### config.mk
export PLATFORM = sky130hd
export DESIGN_NAME = priority_nonpreemptive_scheduler_top
export DESIGN_NICKNAME = d
export VERILOG_FILES = /design/src/design/pns_pkg.sv /design/src/design/pns_ram.sv /design/src/design/pns_pick.sv /design/src/design/priority_nonpreemptive_scheduler_top.sv
export SDC_FILE = /design/constraint.sdc
export NUM_CORES = 2
export LEC_CHECK = 0
export ABC_AREA = 1
export BUFFER_PORTS_ARGS = -buffer_cell sky130_fd_sc_hd__buf_2
export CAP_MARGIN = 15
export CORE_MARGIN = 8
export CORE_UTILIZATION = 50
export DETAILED_ROUTE_END_ITERATION = 6
export GPL_TIMING_DRIVEN = 0
export PLACE_DENSITY = 0.77
export SYNTH_ARGS = -nofsm -noshare
export SYNTH_HDL_FRONTEND = slang
export SYNTH_SLANG_ARGS = --single-unit
### constraint.sdc
create_clock -name aclk -period 8.91 [get_ports aclk]
set_clock_uncertainty 0.05 [all_clocks]
set_input_delay 0.891 -clock aclk [delete_from_list [all_inputs] [get_ports aclk]]
set_output_delay 0.891 -clock aclk [all_outputs]
set_load 0.01 [all_outputs]
### src/design/pns_pkg.sv
// Shared types and constants for the nonpreemptive priority scheduler.
package pns_pkg;

    // Fixed field widths of the job and result beats.
    localparam int ID_W     = 8;
    localparam int BURST_W  = 16;
    localparam int OTIME_W  = 32;
    localparam int STATUS_W = 2;

    // Result status codes.
    localparam logic [STATUS_W-1:0] STATUS_DISPATCHED = 2'd0;
    localparam logic [STATUS_W-1:0] STATUS_QUEUE_FULL = 2'd1;
    localparam logic [STATUS_W-1:0] STATUS_OUT_ORDER  = 2'd2;

    // Status of one scan of the ready queue.
    typedef struct packed {
        logic done;
        logic found;
    } pick_stat_t;

endpackage

### src/design/pns_ram.sv
// Generic single-port-write, single-port-read RAM with registered read data.
module pns_ram #(
    parameter int WIDTH = 64,
    parameter int DEPTH = 16
) (
    input  logic                     aclk,
    input  logic                     we,
    input  logic [$clog2(DEPTH)-1:0] waddr,
    input  logic [WIDTH-1:0]         wdata,
    input  logic [$clog2(DEPTH)-1:0] raddr,
    output logic [WIDTH-1:0]         rdata
);

    logic [WIDTH-1:0] mem [DEPTH];

    // Write port and registered read port.
    always_ff @(posedge aclk) begin
        if (we) begin
            mem[waddr] <= wdata;
        end
        rdata <= mem[raddr];
    end

endmodule

### src/design/pns_pick.sv
// Queue scanner: walks the ready queue one entry per cycle and keeps the best job.
module pns_pick #(
    parameter int QUEUE_DEPTH    = 16,
    parameter int TIME_WIDTH     = 32,
    parameter int PRIORITY_WIDTH = 8
) (
    input  logic                                aclk,
    input  logic                                aresetn,
    input  logic                                start,
    input  logic [QUEUE_DEPTH-1:0]              valid_vec,
    input  logic [pns_pkg::ID_W-1:0]            id_counter,
    output logic [$clog2(QUEUE_DEPTH)-1:0]      rd_addr,
    input  logic [pns_pkg::ID_W+PRIORITY_WIDTH+pns_pkg::BURST_W+TIME_WIDTH-1:0] rd_data,
    output pns_pkg::pick_stat_t                 stat,
    output logic [$clog2(QUEUE_DEPTH)-1:0]      best_idx,
    output logic [pns_pkg::ID_W-1:0]            best_id,
    output logic [pns_pkg::BURST_W-1:0]         best_burst,
    output logic [TIME_WIDTH-1:0]               best_arr
);

    localparam int AW       = $clog2(QUEUE_DEPTH);
    localparam int BURST_LO = TIME_WIDTH;
    localparam int PRIO_LO  = TIME_WIDTH + pns_pkg::BURST_W;
    localparam int ID_LO    = PRIO_LO + PRIORITY_WIDTH;
    localparam logic [AW-1:0] LAST_IDX = AW'(QUEUE_DEPTH - 1);

    logic                          run_reg, run_next;
    logic [AW-1:0]                 idx_reg, idx_next;
    logic                          cmp_vld_reg, cmp_vld_next;
    logic [AW-1:0]                 cmp_idx_reg, cmp_idx_next;
    logic                          cmp_last_reg, cmp_last_next;
    logic                          found_reg, found_next;
    logic                          done_reg, done_next;
    logic [AW-1:0]                 bidx_reg, bidx_next;
    logic [pns_pkg::ID_W-1:0]      bid_reg, bid_next;
    logic [PRIORITY_WIDTH-1:0]     bprio_reg, bprio_next;
    logic [pns_pkg::BURST_W-1:0]   bburst_reg, bburst_next;
    logic [TIME_WIDTH-1:0]         barr_reg, barr_next;

    logic [pns_pkg::ID_W-1:0]      c_id;
    logic [PRIORITY_WIDTH-1:0]     c_prio;
    logic [pns_pkg::BURST_W-1:0]   c_burst;
    logic [TIME_WIDTH-1:0]         c_arr;
    logic [pns_pkg::ID_W-1:0]      age_c, age_b;
    logic                          better;

    // Unpack the entry coming out of the RAM.
    assign c_arr   = rd_data[TIME_WIDTH-1:0];
    assign c_burst = rd_data[BURST_LO +: pns_pkg::BURST_W];
    assign c_prio  = rd_data[PRIO_LO +: PRIORITY_WIDTH];
    assign c_id    = rd_data[ID_LO +: pns_pkg::ID_W];

    // The shared compare unit: priority, then arrival, then submission age.
    assign age_c  = id_counter - c_id;
    assign age_b  = id_counter - bid_reg;
    assign better = (c_prio < bprio_reg) ||
                    ((c_prio == bprio_reg) &&
                     ((c_arr < barr_reg) || ((c_arr == barr_reg) && (age_c > age_b))));

    // Scan sequencing and best-entry tracking.
    always_comb begin
        run_next      = run_reg;
        idx_next      = idx_reg;
        cmp_vld_next  = 1'b0;
        cmp_idx_next  = cmp_idx_reg;
        cmp_last_next = 1'b0;
        found_next    = found_reg;
        done_next     = 1'b0;
        bidx_next     = bidx_reg;
        bid_next      = bid_reg;
        bprio_next    = bprio_reg;
        bburst_next   = bburst_reg;
        barr_next     = barr_reg;

        if (start) begin
            run_next   = 1'b1;
            idx_next   = '0;
            found_next = 1'b0;
        end else if (run_reg) begin
            cmp_vld_next  = 1'b1;
            cmp_idx_next  = idx_reg;
            cmp_last_next = (idx_reg == LAST_IDX);
            if (idx_reg == LAST_IDX) begin
                run_next = 1'b0;
            end else begin
                idx_next = idx_reg + 1'b1;
            end
        end

        if (cmp_vld_reg) begin
            if (valid_vec[cmp_idx_reg] && (!found_reg || better)) begin
                found_next  = 1'b1;
                bidx_next   = cmp_idx_reg;
                bid_next    = c_id;
                bprio_next  = c_prio;
                bburst_next = c_burst;
                barr_next   = c_arr;
            end
            done_next = cmp_last_reg;
        end
    end

    // Control registers.
    always_ff @(posedge aclk) begin
        if (!aresetn) begin
            run_reg      <= 1'b0;
            cmp_vld_reg  <= 1'b0;
            cmp_last_reg <= 1'b0;
            found_reg    <= 1'b0;
            done_reg     <= 1'b0;
            idx_reg      <= '0;
        end else begin
            run_reg      <= run_next;
            cmp_vld_reg  <= cmp_vld_next;
            cmp_last_reg <= cmp_last_next;
            found_reg    <= found_next;
            done_reg     <= done_next;
            idx_reg      <= idx_next;
        end
    end

    // Payload registers of the current best entry.
    always_ff @(posedge aclk) begin
        cmp_idx_reg <= cmp_idx_next;
        bidx_reg    <= bidx_next;
        bid_reg     <= bid_next;
        bprio_reg   <= bprio_next;
        bburst_reg  <= bburst_next;
        barr_reg    <= barr_next;
    end

    assign rd_addr    = idx_reg;
    assign stat.done  = done_reg;
    assign stat.found = found_reg;
    assign best_idx   = bidx_reg;
    assign best_id    = bid_reg;
    assign best_burst = bburst_reg;
    assign best_arr   = barr_reg;

endmodule

### src/design/priority_nonpreemptive_scheduler_top.sv
// Top level of the nonpreemptive priority scheduler: sequencer, queue state and result register.
//
// Usage: one job is offered per beat on the s_ channel (arrival time, burst, priority,
// last_job). Each job beat causes zero or more result beats on the m_ channel: dispatches
// of queued jobs whose turn comes before the new arrival, a rejection if the job is out of
// order or the queue is full, and, for a job marked last_job, the dispatch of every queued
// job. m_last_result marks the final result beat caused by one job beat.
// Timing: the block takes one job at a time; s_ready is high only while the sequencer is
// idle. Each dispatch runs a scan that reads one queue entry per cycle from the RAM read
// port and compares it in the single compare unit.
// Reset (aresetn low, synchronous) empties the queue, clears the time and batch state and
// sets the next job number to 1. The queue RAM itself needs no clearing.
// Stalls: results go out through one output register; while it holds a result and m_ready is low,
// the sequencer holds before writing the next result, and no input beat is taken until it is done.
module priority_nonpreemptive_scheduler_top #(
    parameter int QUEUE_DEPTH    = 16,
    parameter int TIME_WIDTH     = 32,
    parameter int PRIORITY_WIDTH = 8
) (
    input  logic                               aclk,
    input  logic                               aresetn,
    input  logic                               s_valid,
    output logic                               s_ready,
    input  logic [31:0]                        s_arrival_time,
    input  logic [pns_pkg::BURST_W-1:0]        s_burst_time,
    input  logic [7:0]                         s_priority_req,
    input  logic                               s_last_job,
    output logic                               m_valid,
    input  logic                               m_ready,
    output logic [pns_pkg::ID_W-1:0]           m_job_id,
    output logic [pns_pkg::OTIME_W-1:0]        m_start_time,
    output logic [pns_pkg::OTIME_W-1:0]        m_end_time,
    output logic [pns_pkg::OTIME_W-1:0]        m_waiting_time,
    output logic [pns_pkg::OTIME_W-1:0]        m_turnaround_time,
    output logic [pns_pkg::STATUS_W-1:0]       m_status,
    output logic                               m_last_result
);

    localparam int AW      = $clog2(QUEUE_DEPTH);
    localparam int ENTRY_W = pns_pkg::ID_W + PRIORITY_WIDTH + pns_pkg::BURST_W + TIME_WIDTH;
    localparam int ID_W    = pns_pkg::ID_W;
    localparam int OW      = pns_pkg::OTIME_W;

    // Sequencer states.
    localparam logic [3:0] S_IDLE      = 4'd0;
    localparam logic [3:0] S_CHECK     = 4'd1;
    localparam logic [3:0] S_PRE       = 4'd2;
    localparam logic [3:0] S_REJ_ORDER = 4'd3;
    localparam logic [3:0] S_REJ_FULL  = 4'd4;
    localparam logic [3:0] S_DRAIN     = 4'd5;
    localparam logic [3:0] S_SCAN      = 4'd6;
    localparam logic [3:0] S_CALC      = 4'd7;
    localparam logic [3:0] S_EMIT      = 4'd8;

    logic [3:0]                   state_reg, state_next;
    logic                         drain_reg, drain_next;
    logic [TIME_WIDTH-1:0]        clock_reg, clock_next;
    logic [ID_W-1:0]              id_reg, id_next;
    logic [TIME_WIDTH-1:0]        prev_reg, prev_next;
    logic                         batch_open_reg, batch_open_next;
    logic [QUEUE_DEPTH-1:0]       valid_reg, valid_next;
    logic                         m_valid_reg, m_valid_next;

    logic [TIME_WIDTH-1:0]        in_arr_reg, in_arr_next;
    logic [pns_pkg::BURST_W-1:0]  in_burst_reg, in_burst_next;
    logic [PRIORITY_WIDTH-1:0]    in_prio_reg, in_prio_next;
    logic                         in_last_reg, in_last_next;
    logic [TIME_WIDTH-1:0]        st_reg, st_next;
    logic [TIME_WIDTH-1:0]        en_reg, en_next;

    logic [ID_W-1:0]              o_id_reg, o_id_next;
    logic [OW-1:0]                o_start_reg, o_start_next;
    logic [OW-1:0]                o_end_reg, o_end_next;
    logic [OW-1:0]                o_wait_reg, o_wait_next;
    logic [OW-1:0]                o_turn_reg, o_turn_next;
    logic [pns_pkg::STATUS_W-1:0] o_status_reg, o_status_next;
    logic                         o_last_reg, o_last_next;

    logic                         q_empty, q_full, out_free, in_fire;
    logic [AW-1:0]                free_idx;
    logic                         ins_we;
    logic [ENTRY_W-1:0]           ins_data;
    logic                         pick_start;
    pns_pkg::pick_stat_t          pick_stat;
    logic [AW-1:0]                rd_addr;
    logic [ENTRY_W-1:0]           rd_data;
    logic [AW-1:0]                best_idx;
    logic [ID_W-1:0]              best_id;
    logic [pns_pkg::BURST_W-1:0]  best_burst;
    logic [TIME_WIDTH-1:0]        best_arr;
    logic [TIME_WIDTH:0]          end_sum;
    logic [TIME_WIDTH-1:0]        end_sat;

    assign q_empty  = ~|valid_reg;
    assign q_full   = &valid_reg;
    assign out_free = !m_valid_reg || m_ready;
    assign s_ready  = (state_reg == S_IDLE);
    assign in_fire  = s_valid && s_ready;
    assign ins_data = {id_reg, in_prio_reg, in_burst_reg, in_arr_reg};

    // Lowest free queue slot.
    always_comb begin
        free_idx = '0;
        for (int i = QUEUE_DEPTH - 1; i >= 0; i--) begin
            if (!valid_reg[i]) begin
                free_idx = AW'(i);
            end
        end
    end

    // End time of the picked job, saturated to the time width.
    assign end_sum = {1'b0, clock_reg} + (TIME_WIDTH + 1)'(best_burst);
    assign end_sat = end_sum[TIME_WIDTH] ? '1 : end_sum[TIME_WIDTH-1:0];

    // Queue entry storage.
    pns_ram #(
        .WIDTH (ENTRY_W),
        .DEPTH (QUEUE_DEPTH)
    ) u_queue_ram (
        .aclk  (aclk),
        .we    (ins_we),
        .waddr (free_idx),
        .wdata (ins_data),
        .raddr (rd_addr),
        .rdata (rd_data)
    );

    // Best-job scanner.
    pns_pick #(
        .QUEUE_DEPTH    (QUEUE_DEPTH),
        .TIME_WIDTH     (TIME_WIDTH),
        .PRIORITY_WIDTH (PRIORITY_WIDTH)
    ) u_pick (
        .aclk       (aclk),
        .aresetn    (aresetn),
        .start      (pick_start),
        .valid_vec  (valid_reg),
        .id_counter (id_reg),
        .rd_addr    (rd_addr),
        .rd_data    (rd_data),
        .stat       (pick_stat),
        .best_idx   (best_idx),
        .best_id    (best_id),
        .best_burst (best_burst),
        .best_arr   (best_arr)
    );

    // Sequencer.
    always_comb begin
        state_next      = state_reg;
        drain_next      = drain_reg;
        clock_next      = clock_reg;
        id_next         = id_reg;
        prev_next       = prev_reg;
        batch_open_next = batch_open_reg;
        valid_next      = valid_reg;
        m_valid_next    = m_valid_reg && !m_ready;
        in_arr_next     = in_arr_reg;
        in_burst_next   = in_burst_reg;
        in_prio_next    = in_prio_reg;
        in_last_next    = in_last_reg;
        st_next         = st_reg;
        en_next         = en_reg;
        o_id_next       = o_id_reg;
        o_start_next    = o_start_reg;
        o_end_next      = o_end_reg;
        o_wait_next     = o_wait_reg;
        o_turn_next     = o_turn_reg;
        o_status_next   = o_status_reg;
        o_last_next     = o_last_reg;
        ins_we          = 1'b0;
        pick_start      = 1'b0;

        case (state_reg)
            S_IDLE: begin
                if (in_fire) begin
                    in_arr_next   = TIME_WIDTH'(s_arrival_time);
                    in_burst_next = s_burst_time;
                    in_prio_next  = PRIORITY_WIDTH'(s_priority_req);
                    in_last_next  = s_last_job;
                    state_next    = S_CHECK;
                end
            end
            S_CHECK: begin
                if (batch_open_reg && (in_arr_reg < prev_reg)) begin
                    state_next = S_REJ_ORDER;
                end else begin
                    state_next = S_PRE;
                end
            end
            S_PRE: begin
                if (!q_empty && (in_arr_reg > clock_reg)) begin
                    pick_start = 1'b1;
                    drain_next = 1'b0;
                    state_next = S_SCAN;
                end else begin
                    if (q_empty && (!batch_open_reg || (in_arr_reg > clock_reg))) begin
                        clock_next = in_arr_reg;
                    end
                    if (q_full) begin
                        state_next = S_REJ_FULL;
                    end else begin
                        ins_we                = 1'b1;
                        valid_next[free_idx]  = 1'b1;
                        id_next               = id_reg + 1'b1;
                        prev_next             = in_arr_reg;
                        batch_open_next       = 1'b1;
                        state_next            = in_last_reg ? S_DRAIN : S_IDLE;
                    end
                end
            end
            S_REJ_ORDER: begin
                if (out_free) begin
                    m_valid_next  = 1'b1;
                    o_id_next     = id_reg;
                    o_start_next  = '0;
                    o_end_next    = '0;
                    o_wait_next   = '0;
                    o_turn_next   = '0;
                    o_status_next = pns_pkg::STATUS_OUT_ORDER;
                    o_last_next   = !in_last_reg || q_empty;
                    state_next    = in_last_reg ? S_DRAIN : S_IDLE;
                end
            end
            S_REJ_FULL: begin
                // A full queue is never empty, so a last job always drains afterwards.
                if (out_free) begin
                    m_valid_next  = 1'b1;
                    o_id_next     = id_reg;
                    o_start_next  = '0;
                    o_end_next    = '0;
                    o_wait_next   = '0;
                    o_turn_next   = '0;
                    o_status_next = pns_pkg::STATUS_QUEUE_FULL;
                    o_last_next   = !in_last_reg;
                    state_next    = in_last_reg ? S_DRAIN : S_IDLE;
                end
            end
            S_DRAIN: begin
                if (!q_empty) begin
                    pick_start = 1'b1;
                    drain_next = 1'b1;
                    state_next = S_SCAN;
                end else begin
                    clock_next      = '0;
                    prev_next       = '0;
                    batch_open_next = 1'b0;
                    id_next         = ID_W'(1);
                    state_next      = S_IDLE;
                end
            end
            S_SCAN: begin
                if (pick_stat.done) begin
                    state_next = S_CALC;
                end
            end
            S_CALC: begin
                st_next              = clock_reg;
                en_next              = end_sat;
                clock_next           = end_sat;
                valid_next[best_idx] = 1'b0;
                state_next           = S_EMIT;
            end
            S_EMIT: begin
                if (out_free) begin
                    m_valid_next  = 1'b1;
                    o_id_next     = best_id;
                    o_start_next  = OW'(st_reg);
                    o_end_next    = OW'(en_reg);
                    o_wait_next   = OW'(st_reg - best_arr);
                    o_turn_next   = OW'(en_reg - best_arr);
                    o_status_next = pns_pkg::STATUS_DISPATCHED;
                    if (drain_reg) begin
                        o_last_next = q_empty;
                        state_next  = S_DRAIN;
                    end else begin
                        // Nothing follows if the loop ends and the job is inserted silently.
                        o_last_next = !in_last_reg && (q_empty || (in_arr_reg <= clock_reg));
                        state_next  = S_PRE;
                    end
                end
            end
            default: begin
                state_next = S_IDLE;
            end
        endcase
    end

    // Control registers.
    always_ff @(posedge aclk) begin
        if (!aresetn) begin
            state_reg      <= S_IDLE;
            drain_reg      <= 1'b0;
            clock_reg      <= '0;
            id_reg         <= ID_W'(1);
            prev_reg       <= '0;
            batch_open_reg <= 1'b0;
            valid_reg      <= '0;
            m_valid_reg    <= 1'b0;
        end else begin
            state_reg      <= state_next;
            drain_reg      <= drain_next;
            clock_reg      <= clock_next;
            id_reg         <= id_next;
            prev_reg       <= prev_next;
            batch_open_reg <= batch_open_next;
            valid_reg      <= valid_next;
            m_valid_reg    <= m_valid_next;
        end
    end

    // Payload registers.
    always_ff @(posedge aclk) begin
        in_arr_reg   <= in_arr_next;
        in_burst_reg <= in_burst_next;
        in_prio_reg  <= in_prio_next;
        in_last_reg  <= in_last_next;
        st_reg       <= st_next;
        en_reg       <= en_next;
        o_id_reg     <= o_id_next;
        o_start_reg  <= o_start_next;
        o_end_reg    <= o_end_next;
        o_wait_reg   <= o_wait_next;
        o_turn_reg   <= o_turn_next;
        o_status_reg <= o_status_next;
        o_last_reg   <= o_last_next;
    end

    assign m_valid           = m_valid_reg;
    assign m_job_id          = o_id_reg;
    assign m_start_time      = o_start_reg;
    assign m_end_time        = o_end_reg;
    assign m_waiting_time    = o_wait_reg;
    assign m_turnaround_time = o_turn_reg;
    assign m_status          = o_status_reg;
    assign m_last_result     = o_last_reg;

    // A scan is only started on a nonempty queue, so it must find a job.
    assert property (@(posedge aclk) disable iff (!aresetn)
        pick_stat.done |-> pick_stat.found)
        else $error("queue scan finished without a job");

    // An insertion never overwrites a queued job.
    assert property (@(posedge aclk) disable iff (!aresetn)
        ins_we |-> !valid_reg[free_idx])
        else $error("insertion into an occupied slot");

    // Queued jobs only exist inside an open batch.
    assert property (@(posedge aclk) disable iff (!aresetn)
        (|valid_reg) |-> batch_open_reg)
        else $error("queued jobs outside an open batch");

    // Closing a batch returns time and job numbering to their start values.
    assert property (@(posedge aclk) disable iff (!aresetn)
        (state_reg == S_DRAIN && q_empty) |=> (clock_reg == '0 && !batch_open_reg &&
                                               id_reg == ID_W'(1)))
        else $error("batch state not cleared after drain");

    // A dispatched job never ends before it starts.
    assert property (@(posedge aclk) disable iff (!aresetn)
        (state_reg == S_EMIT) |-> (en_reg >= st_reg))
        else $error("end time before start time");

endmodule

==> results.tsv <==
stage	metric	value	unit
outcome	outcome	complete, no violations	
sta	relative slew slack	8.70	%
power	combinational share of power	5.6	%
final_layout	share of layout cells above drive strength 1	9.53	%
power	P_leak	26.4	nW
sta	fin crit share	62.1	%
power	power density over the cells	211	mW/mm2
final_layout	Final Core Density	57.2	%
critical_path	CP dominant cell by count	buf_4	
final_layout	max reg flops	1024	
route	routed wire length	192000	um
critical_path	Worst Path Buf+Inv	6	
cts	H-tree levels	4	
logic_synthesis	#FFs+latches synth	1524	
route	Routed Antenna Nets	0	
critical_path	crit path max fanout	20	
critical_path	WP depth	15	
critical_path	required time of the critical path	9.36	ns
critical_path	CP Launch Type	register	
logic_synthesis	synth cell count leaders	1356 x edfxtp_1, 805 x nor2_1, 685 x nand2_1, 655 x o21ai_0, 382 x inv_1	
final_layout	area grow syn2layout	14.2	%
critical_path	CP max stage cell	edfxtp_1	
logic_synthesis	Avg Cell Area, Syn	11.6	um2
floorplan	Die Wd	375	um
global_route	gr usage total	26.3	%
floorplan	# IOs	202	
critical_path	CP delay by family, top	simple AND/OR/NAND/NOR gates	
cts	clk buf depth	3	
sta	RSZ-0062 raised after global routing	false	
sta	Final Hold Viols	0	
cts	clock latency on the worst-skew pair	0.80	ns
final_layout	# fillers	10150	
sta	Hold Slack	0.210	ns
critical_path	reg2reg path depth	15	
sta	FMAX	0.181	GHz
sta	final setup violation count	0	
logic_synthesis	part of the Yosys area used for sequential elements	68.3	%
worst_hold_path	Tightest Hold Check Type	input pin to register	
flow_run	Maximum Capacitance Violations	0	
floorplan	num rows	132	
floorplan	Die Y	375	um
placed_design	# port buffers	200	
global_route	first-pass GRT wire length	280000	um
cts	CTS Buf Count	153	
final_layout	Non-Filler Instances	7776	
critical_path	endpoint type of the worst setup path	register	
power	Switch Pwr	3.61	mW
critical_path	critical path arrival	5.98	ns
worst_hold_path	Hold Crit Depth	1	
floorplan	die area	0.141	mm2
cts	CTS tree	done	
cts	Post-CTS Hold Buffers	0	
placed_design	hpwl dp	139000	um
logic_synthesis	library cell with the highest instance count after synthesis	edfxtp_1	
logic_synthesis	top cells by area, synth	edfxtp_1 63%, dfxtp_1 5.2%, o21ai_0 5.1%, nor2_1 4.7%, nand2_1 4.0%	
logic_synthesis	EDFF count, synth	1356	
route	via count	46518	
final_layout	largest reg by FF count	u_queue_ram.mem	
critical_path	Setup CP Type	register to register	
final_layout	biggest regs	u_queue_ram.mem: 1024 flops, u_queue_ram.rdata: 64 flops	
logic_synthesis	Syn Nets	5826	
sta	worst slew pin tran	1.37	ns
power	sequential fraction of design power	53.8	%
critical_path	Largest stage delay, worst path	0.80	ns
logic_synthesis	Syn Std Cell Area	0.0645	mm2
route	Via density	5.98	
cts	clock sinks	1524	
power	Clock power frac	40.6	%
power	Pint	11.9	mW
power	Sw Share	23.3	%
floorplan	Initial Util	50.1	%
global_route	Remaining Overflow, GRT	0	
logic_synthesis	ys flop type	edfxtp_1	
floorplan	core area	0.129	mm2
cts	CTS clk-pin slew, worst paths	0.06	ns
placed_design	routability cong.	0.929	
global_route	initial antenna violation count	5	
route	wire length per cell	24.7	um
critical_path	CP cell instances	ha_1 -> nand2_1 -> nor2_2 -> nand3_2 -> nor4_4 -> nand4_1 -> nand3_1 -> nand2_1 -> buf_2 -> nor4_2 -> buf_4 -> buf_6 -> buf_4 -> buf_4 -> buf_4	
route	TritonRoute pass-1 iters	6	
logic_synthesis	Synthesis Warnings	0	
placed_design	Cell Count Post-Placement	7490	
global_route	vias in the first global route	45145	
cts	root buffer cell	clkbuf_16	
sta	Post-Route Setup TNS	0	ns
route	DR DRC count	0	
logic_synthesis	Synth Instances	5555	
route	DRT iter0 DRCs	5803	
cts	post-CTS sizing	0	
sta	Slew Viols, Final	0	
power	maximum VDD drop	242	uV
logic_synthesis	FFs w/ async S/R, synth	0	%
logic_synthesis	library cells used by synthesis	58	
cts	Post-CTS Setup Inserts	0	
logic_synthesis	Synth area leader	edfxtp_1	
power	Tot Pwr	15.5	mW
sta	minimum clock period	5.53	ns
final_layout	nets@finish	6241	
logic_synthesis	Yosys top cell area share	63.1	%
global_route	largest net degree at the start of global routing	108	
-- cell usage in the layout (no fill, tap or decap), types with 194 or more instances in the layout --
cell type	synthesis	final
nand2_1	685	685
ha_1	205	205
nor2_1	805	789
edfxtp_1	1356	1356
inv_1	382	381
a21oi_1	284	284
nand3_1	194	194
clkbuf_1	227	265
buf_2	18	218
o21ai_0	655	655
-- area by class of cell --
type                            count  area (um2)  area share (%)
Timing Repair Buffer              260        1960            2.66
Inverter                          386        1450            1.97
Antenna cell                        3        7.51          0.0102
Tap cell                         1675        2100            2.84
Clock inverter                     70         662           0.898
Sequential cell                  1524       44100            59.8
Buffer                            261        1050            1.42
Clock buffer                      213        4300            5.83
Multi-Input combinational cell   3384       18100            24.5
-- power groups by stage --
stage	combinational, mW	sequential (mW)	clock (mW)
CTS	0.868	8.35	6.35
finish	0.872	8.36	6.31
floorplan	0.527	8.38	0
global route	0.965	8.37	6.62
global placement	0.804	8.51	0
detailed placement	0.861	8.50	0
-- path summary, 6_finish.rpt --
path                            slack, ns                      to                  start
worst max-delay path                 3.38  u_queue_ram.mem[1][44]         in_arr_reg[30]
worst min-delay path                 0.21          in_arr_reg[20]     s_arrival_time[20]
worst max register to register       3.38  u_queue_ram.mem[1][44]         in_arr_reg[30]
worst min register to register       0.37   u_pick.best_burst[13]  u_queue_ram.rdata[45]
-- logic make-up (layout without fill, tap and decap cells) --
| logic type | count (synthesis) | count (layout) | share of synthesized area, % |
|---|---|---|---|
| AND/OR/NAND/NOR | 1819 | 1819 | 11.6 |
| flip-flops | 1524 | 1524 | 68.3 |
| AO/OA/AOI/OAI | 1328 | 1328 | 11.7 |
| buffers and inverters | 647 | 1190 | 3.86 |
| adder cells (fa/ha/maj) | 210 | 210 | 4.13 |
| XOR/XNOR | 27 | 27 | 0.366 |
| other | 0 | 3 | 0 |
-- through the flow --
stage                     area, um2  worst slack, ns
after global routing          73700             3.32
after floorplan               64500            0.238
final                         73700             3.38
after CTS                     73700             3.59
after global placement        67600            -7.34
after detailed placement      68700             3.60
-- worst reg2reg max path: stages (launching register included) --
cell and delay (ns):
edfxtp_1 0.80, ha_1 0.51, nand2_1 0.08, nor2_2 0.15, nand3_2 0.12, nor4_4 0.37
nand4_1 0.44, nand3_1 0.26, nand2_1 0.31, buf_2 0.42, nor4_2 0.64, buf_4 0.32
buf_6 0.17, buf_4 0.19, buf_4 0.21, buf_4 0.21
-- layer usage --
layer	routed length [um]	global-route usage [%]
met4	11000	14.0
met1	70700	33.0
met5	17	0
met2	89500	43.4
met3	20400	4.95
(Power assumes the default switching activity.)
